--- config.mk ---
export PLATFORM = sky130hd
export DESIGN_NAME = base64_line_wrapped_encoder_flat
export DESIGN_NICKNAME = d
export VERILOG_FILES = /design/src/b64e_pkg.sv /design/src/b64e_if.sv /design/src/b64e_front.sv /design/src/b64e_queue.sv /design/src/b64e_back.sv /design/src/base64_line_wrapped_encoder.sv /design/src/flat_wrapper.sv
export SDC_FILE = /design/constraint.sdc
export NUM_CORES = 1
export LEC_CHECK = 0
export CAP_MARGIN = 20
export CORE_UTILIZATION = 40
export DETAILED_ROUTE_END_ITERATION = 10
export DONT_BUFFER_PORTS = 1
export PLACE_DENSITY = 0.53
export SLEW_MARGIN = 20
export SYNTH_ARGS = -nofsm -noshare
export SYNTH_HDL_FRONTEND = slang
export SYNTH_SLANG_ARGS = --single-unit
--- constraint.sdc ---
create_clock -name clk -period 2.9 [get_ports clk]
set_input_delay 0.87 -clock clk [delete_from_list [all_inputs] [get_ports clk]]
set_output_delay 0.87 -clock clk [all_outputs]
set_load 0.1 [all_outputs]
--- src/b64e_pkg.sv ---
`timescale 1ns / 1ps
// ----------------------------------------------------------------------------
// b64e_pkg
// Shared types, codes and the alphabet lookup for the base64 line encoder.
// ----------------------------------------------------------------------------
package b64e_pkg;

	localparam int unsigned ADDR_W = 3;
	localparam logic [ADDR_W-1:0] REG_FINAL_NL = 3'd0;

	localparam logic OP_DATA   = 1'b0;
	localparam logic OP_FINISH = 1'b1;

	localparam logic [7:0] CHAR_NEWLINE = 8'h0A;
	localparam logic [7:0] CHAR_PAD     = 8'h3D;

	typedef logic [5:0] sextet_t;

	// one queued job: up to four group characters, then an optional newline
	typedef struct packed {
		sextet_t [3:0] sext;
		logic          has_group;
		logic          pad2;
		logic          pad3;
		logic          newline;
	} b64e_job_t;

	typedef struct packed {
		logic full;
		logic empty;
	} b64e_qstat_t;

	function automatic logic [7:0] b64_char(input sextet_t idx);
		logic [7:0] c;
		begin
			if (idx < 6'd26) begin
				c = 8'h41 + {2'b00, idx};
			end else if (idx < 6'd52) begin
				c = 8'h61 + {2'b00, idx} - 8'd26;
			end else if (idx < 6'd62) begin
				c = 8'h30 + {2'b00, idx} - 8'd52;
			end else if (idx == 6'd62) begin
				c = 8'h2B;
			end else begin
				c = 8'h2F;
			end
			return c;
		end
	endfunction

endpackage

--- src/b64e_if.sv ---
`timescale 1ns / 1ps
// ----------------------------------------------------------------------------
// b64e_in_if / b64e_out_if
// Valid/ready channels for input items and encoded characters.
// ----------------------------------------------------------------------------
interface b64e_in_if;
	logic       valid;
	logic       ready;
	logic       opcode;
	logic [7:0] data_byte;

	modport source (output valid, output opcode, output data_byte, input ready);
	modport sink (input valid, input opcode, input data_byte, output ready);
endinterface

interface b64e_out_if;
	logic       valid;
	logic       ready;
	logic [7:0] out_char;
	logic       last;

	modport source (output valid, output out_char, output last, input ready);
	modport sink (input valid, input out_char, input last, output ready);
endinterface

--- src/b64e_front.sv ---
`timescale 1ns / 1ps
// ----------------------------------------------------------------------------
// b64e_front
// Accepts beats, holds partial groups, tracks line length, builds jobs.
// ----------------------------------------------------------------------------
module b64e_front #(
	parameter int unsigned LINE_CHARS = 76
) (
	input  logic              clk,
	input  logic              arst_n,
	b64e_in_if.sink           in_ch,
	input  logic              final_nl,
	input  b64e_pkg::b64e_qstat_t qstat,
	output logic              push,
	output b64e_pkg::b64e_job_t push_job
);
	import b64e_pkg::*;

	localparam int unsigned LW = $clog2(LINE_CHARS + 4);
	localparam logic [LW-1:0] LINE_MAX = LW'(LINE_CHARS);

	logic [7:0]    held0_q;
	logic [7:0]    held1_q;
	logic [1:0]    held_cnt_q;
	logic [LW-1:0] line_cnt_q;

	logic          accept;
	logic [7:0]    b0, b1, b2;
	logic [LW-1:0] line_sum;
	logic          wrap;
	b64e_job_t     job;
	logic          job_valid;

	assign in_ch.ready = !qstat.full;
	assign accept      = in_ch.valid && in_ch.ready;
	assign line_sum    = line_cnt_q + LW'(4);
	assign wrap        = line_sum >= LINE_MAX;

	always_comb begin
		b0 = held0_q;
		b1 = held1_q;
		b2 = in_ch.data_byte;
		job = '0;
		job_valid = 1'b0;
		if (in_ch.opcode == OP_DATA) begin
			job.has_group = 1'b1;
			job.newline   = wrap;
			job_valid     = (held_cnt_q == 2'd2);
		end else begin
			b1 = (held_cnt_q == 2'd2) ? held1_q : 8'h00;
			b2 = 8'h00;
			job.has_group = (held_cnt_q != 2'd0);
			job.pad3      = 1'b1;
			job.pad2      = (held_cnt_q == 2'd1);
			job.newline   = final_nl && (job.has_group || line_cnt_q != '0);
			job_valid     = job.has_group || job.newline;
		end
		job.sext[0] = b0[7:2];
		job.sext[1] = {b0[1:0], b1[7:4]};
		job.sext[2] = {b1[3:0], b2[7:6]};
		job.sext[3] = b2[5:0];
	end

	assign push     = accept && job_valid;
	assign push_job = job;

	always_ff @(posedge clk or negedge arst_n) begin
		if (!arst_n) begin
			held_cnt_q <= 2'd0;
			line_cnt_q <= '0;
		end else if (accept) begin
			if (in_ch.opcode == OP_DATA) begin
				if (held_cnt_q == 2'd2) begin
					held_cnt_q <= 2'd0;
					line_cnt_q <= wrap ? '0 : line_sum;
				end else begin
					held_cnt_q <= held_cnt_q + 2'd1;
				end
			end else begin
				held_cnt_q <= 2'd0;
				line_cnt_q <= '0;
			end
		end
	end

	always_ff @(posedge clk) begin
		if (accept && in_ch.opcode == OP_DATA) begin
			if (held_cnt_q == 2'd0) begin
				held0_q <= in_ch.data_byte;
			end
			if (held_cnt_q == 2'd1) begin
				held1_q <= in_ch.data_byte;
			end
		end
	end

endmodule

--- src/b64e_queue.sv ---
`timescale 1ns / 1ps
// ----------------------------------------------------------------------------
// b64e_queue
// Two-entry job queue between front and back, head visible at output.
// ----------------------------------------------------------------------------
module b64e_queue (
	input  logic                  clk,
	input  logic                  arst_n,
	input  logic                  push,
	input  b64e_pkg::b64e_job_t   push_job,
	input  logic                  pop,
	output b64e_pkg::b64e_job_t   head_job,
	output b64e_pkg::b64e_qstat_t qstat
);
	import b64e_pkg::*;

	b64e_job_t  mem_q [2];
	logic       wr_ptr_q;
	logic       rd_ptr_q;
	logic [1:0] cnt_q;

	assign qstat.full  = (cnt_q == 2'd2);
	assign qstat.empty = (cnt_q == 2'd0);
	assign head_job    = mem_q[rd_ptr_q];

	always_ff @(posedge clk or negedge arst_n) begin
		if (!arst_n) begin
			wr_ptr_q <= 1'b0;
			rd_ptr_q <= 1'b0;
			cnt_q    <= 2'd0;
		end else begin
			if (push) begin
				wr_ptr_q <= !wr_ptr_q;
			end
			if (pop) begin
				rd_ptr_q <= !rd_ptr_q;
			end
			case ({push, pop})
				2'b10:   cnt_q <= cnt_q + 2'd1;
				2'b01:   cnt_q <= cnt_q - 2'd1;
				default: cnt_q <= cnt_q;
			endcase
		end
	end

	always_ff @(posedge clk) begin
		if (push) begin
			mem_q[wr_ptr_q] <= push_job;
		end
	end

endmodule

--- src/b64e_back.sv ---
`timescale 1ns / 1ps
// ----------------------------------------------------------------------------
// b64e_back
// Walks the head job into the output reg, one char per unstalled cycle.
// ----------------------------------------------------------------------------
module b64e_back (
	input  logic                  clk,
	input  logic                  arst_n,
	input  b64e_pkg::b64e_job_t   head_job,
	input  b64e_pkg::b64e_qstat_t qstat,
	output logic                  pop,
	b64e_out_if.source            out_ch
);
	import b64e_pkg::*;

	logic [2:0] pos_q;
	logic       out_valid_q;
	logic [7:0] out_char_q;
	logic       out_last_q;

	logic       advance;
	logic       emit;
	logic       is_last;
	logic [7:0] ch;
	logic       pad;

	assign advance = !out_valid_q || out_ch.ready;
	assign emit    = advance && !qstat.empty;
	assign pop     = emit && is_last;

	always_comb begin
		pad = 1'b0;
		ch  = CHAR_NEWLINE;
		is_last = 1'b1;
		if (head_job.has_group && pos_q != 3'd4) begin
			case (pos_q)
				3'd2:    pad = head_job.pad2;
				3'd3:    pad = head_job.pad3;
				default: pad = 1'b0;
			endcase
			ch = pad ? CHAR_PAD : b64_char(head_job.sext[pos_q[1:0]]);
			is_last = (pos_q == 3'd3) && !head_job.newline;
		end
	end

	always_ff @(posedge clk or negedge arst_n) begin
		if (!arst_n) begin
			pos_q       <= 3'd0;
			out_valid_q <= 1'b0;
		end else begin
			if (emit) begin
				out_valid_q <= 1'b1;
				pos_q       <= is_last ? 3'd0 : pos_q + 3'd1;
			end else if (out_ch.ready) begin
				out_valid_q <= 1'b0;
			end
		end
	end

	always_ff @(posedge clk) begin
		if (emit) begin
			out_char_q <= ch;
			out_last_q <= is_last;
		end
	end

	assign out_ch.valid    = out_valid_q;
	assign out_ch.out_char = out_char_q;
	assign out_ch.last     = out_last_q;

endmodule

--- src/base64_line_wrapped_encoder.sv ---
`timescale 1ns / 1ps
// ----------------------------------------------------------------------------
// base64_line_wrapped_encoder
// Base64 encoder, standard alphabet, newline once a line reaches LINE_CHARS characters.
// ----------------------------------------------------------------------------
// One raw byte per input beat (opcode data) or a finish beat that pads,
// fills with '=' and optionally closes the line. Output is one character
// per cycle while a job is queued and out_ch is ready; last marks the final
// character that each input beat produces. Input beats are taken every cycle
// while the two-entry job queue has room, so the sustained rate is set by the
// output side: a three-byte group costs four characters, five with a newline.
// Register 0 (byte address 0): bit 0 final_newline_enable, reset 1.
// ----------------------------------------------------------------------------
module base64_line_wrapped_encoder #(
	parameter int unsigned LINE_CHARS = 76
) (
	input  logic                          clk,
	input  logic                          arst_n,
	input  logic                          psel,
	input  logic                          penable,
	input  logic                          pwrite,
	input  logic [b64e_pkg::ADDR_W-1:0]   paddr,
	input  logic [31:0]                   pwdata,
	output logic [31:0]                   prdata,
	output logic                          pready,
	b64e_in_if.sink                       in_ch,
	b64e_out_if.source                    out_ch
);
	import b64e_pkg::*;

	logic        final_nl_q;
	logic        push;
	logic        pop;
	b64e_job_t   push_job;
	b64e_job_t   head_job;
	b64e_qstat_t qstat;

	assign pready = 1'b1;
	assign prdata = (paddr == REG_FINAL_NL) ? {31'd0, final_nl_q} : 32'd0;

	always_ff @(posedge clk or negedge arst_n) begin
		if (!arst_n) begin
			final_nl_q <= 1'b1;
		end else if (psel && penable && pwrite && paddr == REG_FINAL_NL) begin
			final_nl_q <= pwdata[0];
		end
	end

	b64e_front #(
		.LINE_CHARS (LINE_CHARS)
	) u_front (
		.clk      (clk),
		.arst_n   (arst_n),
		.in_ch    (in_ch),
		.final_nl (final_nl_q),
		.qstat    (qstat),
		.push     (push),
		.push_job (push_job)
	);

	b64e_queue u_queue (
		.clk      (clk),
		.arst_n   (arst_n),
		.push     (push),
		.push_job (push_job),
		.pop      (pop),
		.head_job (head_job),
		.qstat    (qstat)
	);

	b64e_back u_back (
		.clk      (clk),
		.arst_n   (arst_n),
		.head_job (head_job),
		.qstat    (qstat),
		.pop      (pop),
		.out_ch   (out_ch)
	);

endmodule

--- src/flat_wrapper.sv ---
// flat-port wrapper written by rule: the top's interface ports become plain ports
module base64_line_wrapped_encoder_flat import b64e_pkg::*;
#(
	parameter int unsigned LINE_CHARS = 76
)
  (clk, arst_n, psel, penable, pwrite, paddr, pwdata, prdata, pready, in_ch_valid, in_ch_opcode, in_ch_data_byte, in_ch_ready, out_ch_valid, out_ch_out_char, out_ch_last, out_ch_ready);
  b64e_in_if in_ch_i ();
  b64e_out_if out_ch_i ();
  input  logic clk;
  input  logic arst_n;
  input  logic psel;
  input  logic penable;
  input  logic pwrite;
  input  logic [b64e_pkg::ADDR_W-1:0] paddr;
  input  logic [31:0] pwdata;
  output logic [31:0] prdata;
  output logic pready;
  input wire logic [$bits(in_ch_i.valid)-1:0] in_ch_valid;
  input wire logic [$bits(in_ch_i.opcode)-1:0] in_ch_opcode;
  input wire logic [$bits(in_ch_i.data_byte)-1:0] in_ch_data_byte;
  output wire logic [$bits(in_ch_i.ready)-1:0] in_ch_ready;
  output wire logic [$bits(out_ch_i.valid)-1:0] out_ch_valid;
  output wire logic [$bits(out_ch_i.out_char)-1:0] out_ch_out_char;
  output wire logic [$bits(out_ch_i.last)-1:0] out_ch_last;
  input wire logic [$bits(out_ch_i.ready)-1:0] out_ch_ready;
  assign in_ch_i.valid = in_ch_valid;
  assign in_ch_i.opcode = in_ch_opcode;
  assign in_ch_i.data_byte = in_ch_data_byte;
  assign in_ch_ready = in_ch_i.ready;
  assign out_ch_valid = out_ch_i.valid;
  assign out_ch_out_char = out_ch_i.out_char;
  assign out_ch_last = out_ch_i.last;
  assign out_ch_i.ready = out_ch_ready;
  base64_line_wrapped_encoder #(.LINE_CHARS(LINE_CHARS)) u_core (.clk(clk), .arst_n(arst_n), .psel(psel), .penable(penable), .pwrite(pwrite), .paddr(paddr), .pwdata(pwdata), .prdata(prdata), .pready(pready), .in_ch(in_ch_i), .out_ch(out_ch_i));
endmodule
==> flow_metrics.env <==
export IMPL_outcome="finished, final reports clean"
export IMPL_die_w_microns=110
export IMPL_yosysUniqueCellTypes=54
export IMPL_hold_slack_ps=210
export IMPL_fill_cells=1020
export IMPL_fp_row_count=39
export IMPL_synth_edf_count=81
export IMPL_synthFlopType="edfxtp_1"
export IMPL_required_ps=3090
export IMPL_clock_skew_ps=13.4
export IMPL_irDropWorstVdd_mv=0.826
export IMPL_tns_ps=0
export IMPL_crit_type="register to register"
export IMPL_hold_class="input pin to async pin"
export IMPL_crit_family="multiplexers"
export IMPL_antenna_left=0
export IMPL_dp_hpwl_mm=5.55
export IMPL_synth_avg_cell_area_sq_um=13.9
export IMPL_slew_headroom_pct=41.3
export IMPL_post_cts_buffers=0
export IMPL_syn_area_sq_um=4680
export IMPL_layout_commonest_cell="edfxtp_1"
export IMPL_arrival_ps=2860
export IMPL_routed_wl_mm=8.11
export IMPL_finalWorstPathRequiredPeriod_ps=2660
export IMPL_first_iter_violations=171
export IMPL_worstSetupStartpoint="u_core.u_back.pos_q[0]"
export IMPL_power_leakage_nw=1.98
export IMPL_drive_gt1_share_pct=21.5
export IMPL_cp_slowest_stage_delay_ps=550
export IMPL_maxCapViolCount=0
export IMPL_reg2regPathDepth=8
export IMPL_synth_seq_cells=97
export IMPL_netlist_instances=336
export IMPL_maxSlewViolCount=0
export IMPL_grt_pass1_wl_mm=13.0
export IMPL_gr_total_overflow=0
export IMPL_endpoint="u_core.u_back.out_ch.out_char[5]"
export IMPL_seq_area_sq_um=2840
export IMPL_grt_max_degree=29
export IMPL_die_area_sq_um=12100
export IMPL_clockBufferDepth=2
export IMPL_diodes=0
export IMPL_setup_viol=0
export IMPL_vias=2573
export IMPL_cp_slowest_cell="mux4_2"
export IMPL_grt_pass1_vias=2555
export IMPL_endpoint_kind="register"
export IMPL_clk_latency_ps=350
export IMPL_timing_rr_end="u_core.u_back.out_ch.out_char[5]"
export IMPL_postCtsHoldBufs=0
export IMPL_clk_pin_slew_worst_paths_ps=70
export IMPL_fin_crit_sh_pct=91.8
export IMPL_r2r_setup_slack_ps=240
export IMPL_final_nets=435
export IMPL_multiInputGateArea_sq_um=1610
export IMPL_worst_pin_slew_ps=883
export IMPL_wl_per_cell_microns=15.6
export IMPL_cp_max_fo=7
export IMPL_chipHeight_microns=110
export IMPL_path_depth=8
export IMPL_yosys_warnings=0
export IMPL_worstPathCellList="mux4_2 > mux2i_2 > inv_1 > ha_1 > a21oi_2 > and2_1 > mux2_1 > a21oi_1"
export IMPL_cts_root_buf="clkbuf_16"
export IMPL_initial_core_util_pct=40.9
export IMPL_antenna_found_initial=0
export IMPL_area_growth_pct=12.0
export IMPL_final_cell_mix="edfxtp_1, buf_4, conb_1"
export IMPL_max_freq_mhz=375
export IMPL_clock_sinks=97
export IMPL_ios=95
export IMPL_via_per_inst=4.96
export IMPL_core_sq_um=11400
export IMPL_routabilityCongestion=0.818
export IMPL_tritoncts="done"
export IMPL_port_buffers=0
export IMPL_crit_path_start_kind="register"
export IMPL_p_per_area_nw_per_um2=1160
export IMPL_synthArstFlopShare_pct=16.5
export IMPL_crit_buf_inv=1
export IMPL_pre_cts_ws_ps=42.5
export IMPL_rsz0062_at_grt="false"
export IMPL_htreeDepth=3
export IMPL_cts_made_buffers=9
export IMPL_grtUsageTotal_pct=15.0
export IMPL_drc=0
export IMPL_drt_pass1_iterations=4
export IMPL_final_hold_viol_count=0
export IMPL_ys_seq_area_share_pct=60.6
export IMPL_r2r_start="u_core.u_back.pos_q[0]"
export IMPL_setup_ws_ps=237
-- worst reg2reg max path, stage by stage (launching register included) --
cell	delay (ps)
dfrtp_2	500
mux4_2	550
mux2i_2	300
inv_1	120
ha_1	230
a21oi_2	130
and2_1	190
mux2_1	340
a21oi_1	150
-- power breakdown --
group	internal [mW]	switching [mW]
clock	0.599	0.561
sequential	1.88	0.213
combinational	1.06	1.77
-- per-layer routing --
| metal | track usage [%] | up-vias | share of wire (%) |
|---|---|---|---|
| met1 | 19.5 | 1246 | 47 |
| li1 | - | 1252 | - |
| met2 | 23.3 | 64 | 47 |
| met4 | 6.30 | 0 | 1.3 |
| met3 | 4.53 | 11 | 3.9 |
| met5 | 0 | - | 0 |
-- metrics by stage --
stage	total power [mW]	cells	cell area [sq um]	util, %
finish	6.08	519	5240	45.9
global route	6.45	519	5240	45.9
CTS	6.12	519	5230	45.8
detailed placement	4.95	503	4950	43.3
global placement	4.92	503	4950	43.3
floorplan	4.28	366	4800	-
-- Yosys cell counts (3+ instances only) --
cell	instances	area share, %
inv_1	13	1.0
edfxtp_1	81	52
nor2_1	10	0.80
nor4_1	3	0.40
mux2_2	4	0.96
dfrtp_1	15	8.0
nor2b_1	10	1.3
nand2_1	18	1.4
and2_1	10	1.3
o21ai_0	12	1.3
o31ai_1	3	0.48
clkbuf_1	4	0.32
nand2b_1	4	0.54
mux2i_1	5	1.1
nand3_1	10	1.1
a21o_1	7	1.1
nor3_1	6	0.64
ha_1	13	3.5
xnor2_1	7	1.3
buf_6	3	0.72
a21oi_1	14	1.5
buf_4	33	5.3
mux4_2	10	4.8
-- final cells by class --
type | count | share of cell area [%]
Inverter | 15 | 1.08
Sequential cell | 97 | 54.1
Clock inverter | 7 | 1.15
Clock buffer | 9 | 4.30
Tap cell | 143 | 3.42
Multi-Input combinational cell | 213 | 30.7
Timing Repair Buffer | 35 | 5.26
-- worst min-delay path by stage --
stage	startpoint	endpoint	slack (ps)
finish	arst_n	u_core.u_front.line_cnt_q[2]	210
CTS	arst_n	u_core.u_front.line_cnt_q[2]	200
detailed placement	u_core.u_front.b0[2]	u_core.u_queue.mem_q[0][4]	440
global placement	u_core.u_front.b0[4]	u_core.u_queue.mem_q[0][6]	430
floorplan	u_core.u_front.b0[0]	u_core.u_queue.mem_q[0][14]	420
global route	arst_n	u_core.u_front.line_cnt_q[4]	190
-- state kept, by name, summed over array words and instances (netlist names), 2 cells and up --
register and flops:
u_core.u_queue.mem_q 56, u_core.u_back.out_ch.out_char 8, u_core.u_front.b0 8, u_core.u_front.held1_q 8
u_core.u_front.line_cnt_q 5, u_core.u_back.pos_q 3, u_core.u_front.held_cnt_q 2, u_core.u_queue.cnt_q 2
-- cells by family after synthesis --
kind of cell | after synthesis | share of synthesized area, %
flip-flops | 97 | 60.6
AND/OR/NAND/NOR | 81 | 9.26
buffers and inverters | 56 | 7.97
AO/OA/AOI/OAI | 52 | 7.04
multiplexers | 26 | 9.79
adder cells (fa/ha/maj) | 13 | 3.48
XOR/XNOR | 9 | 1.69
other | 2 | 0.161
-- timing repair --
action                     in CTS  in global routing
setup endpoints to repair       0                  5
resized for setup               0                  2
hold endpoints to repair        0                  0
No activity file was read; power rests on OpenSTA's default activity.
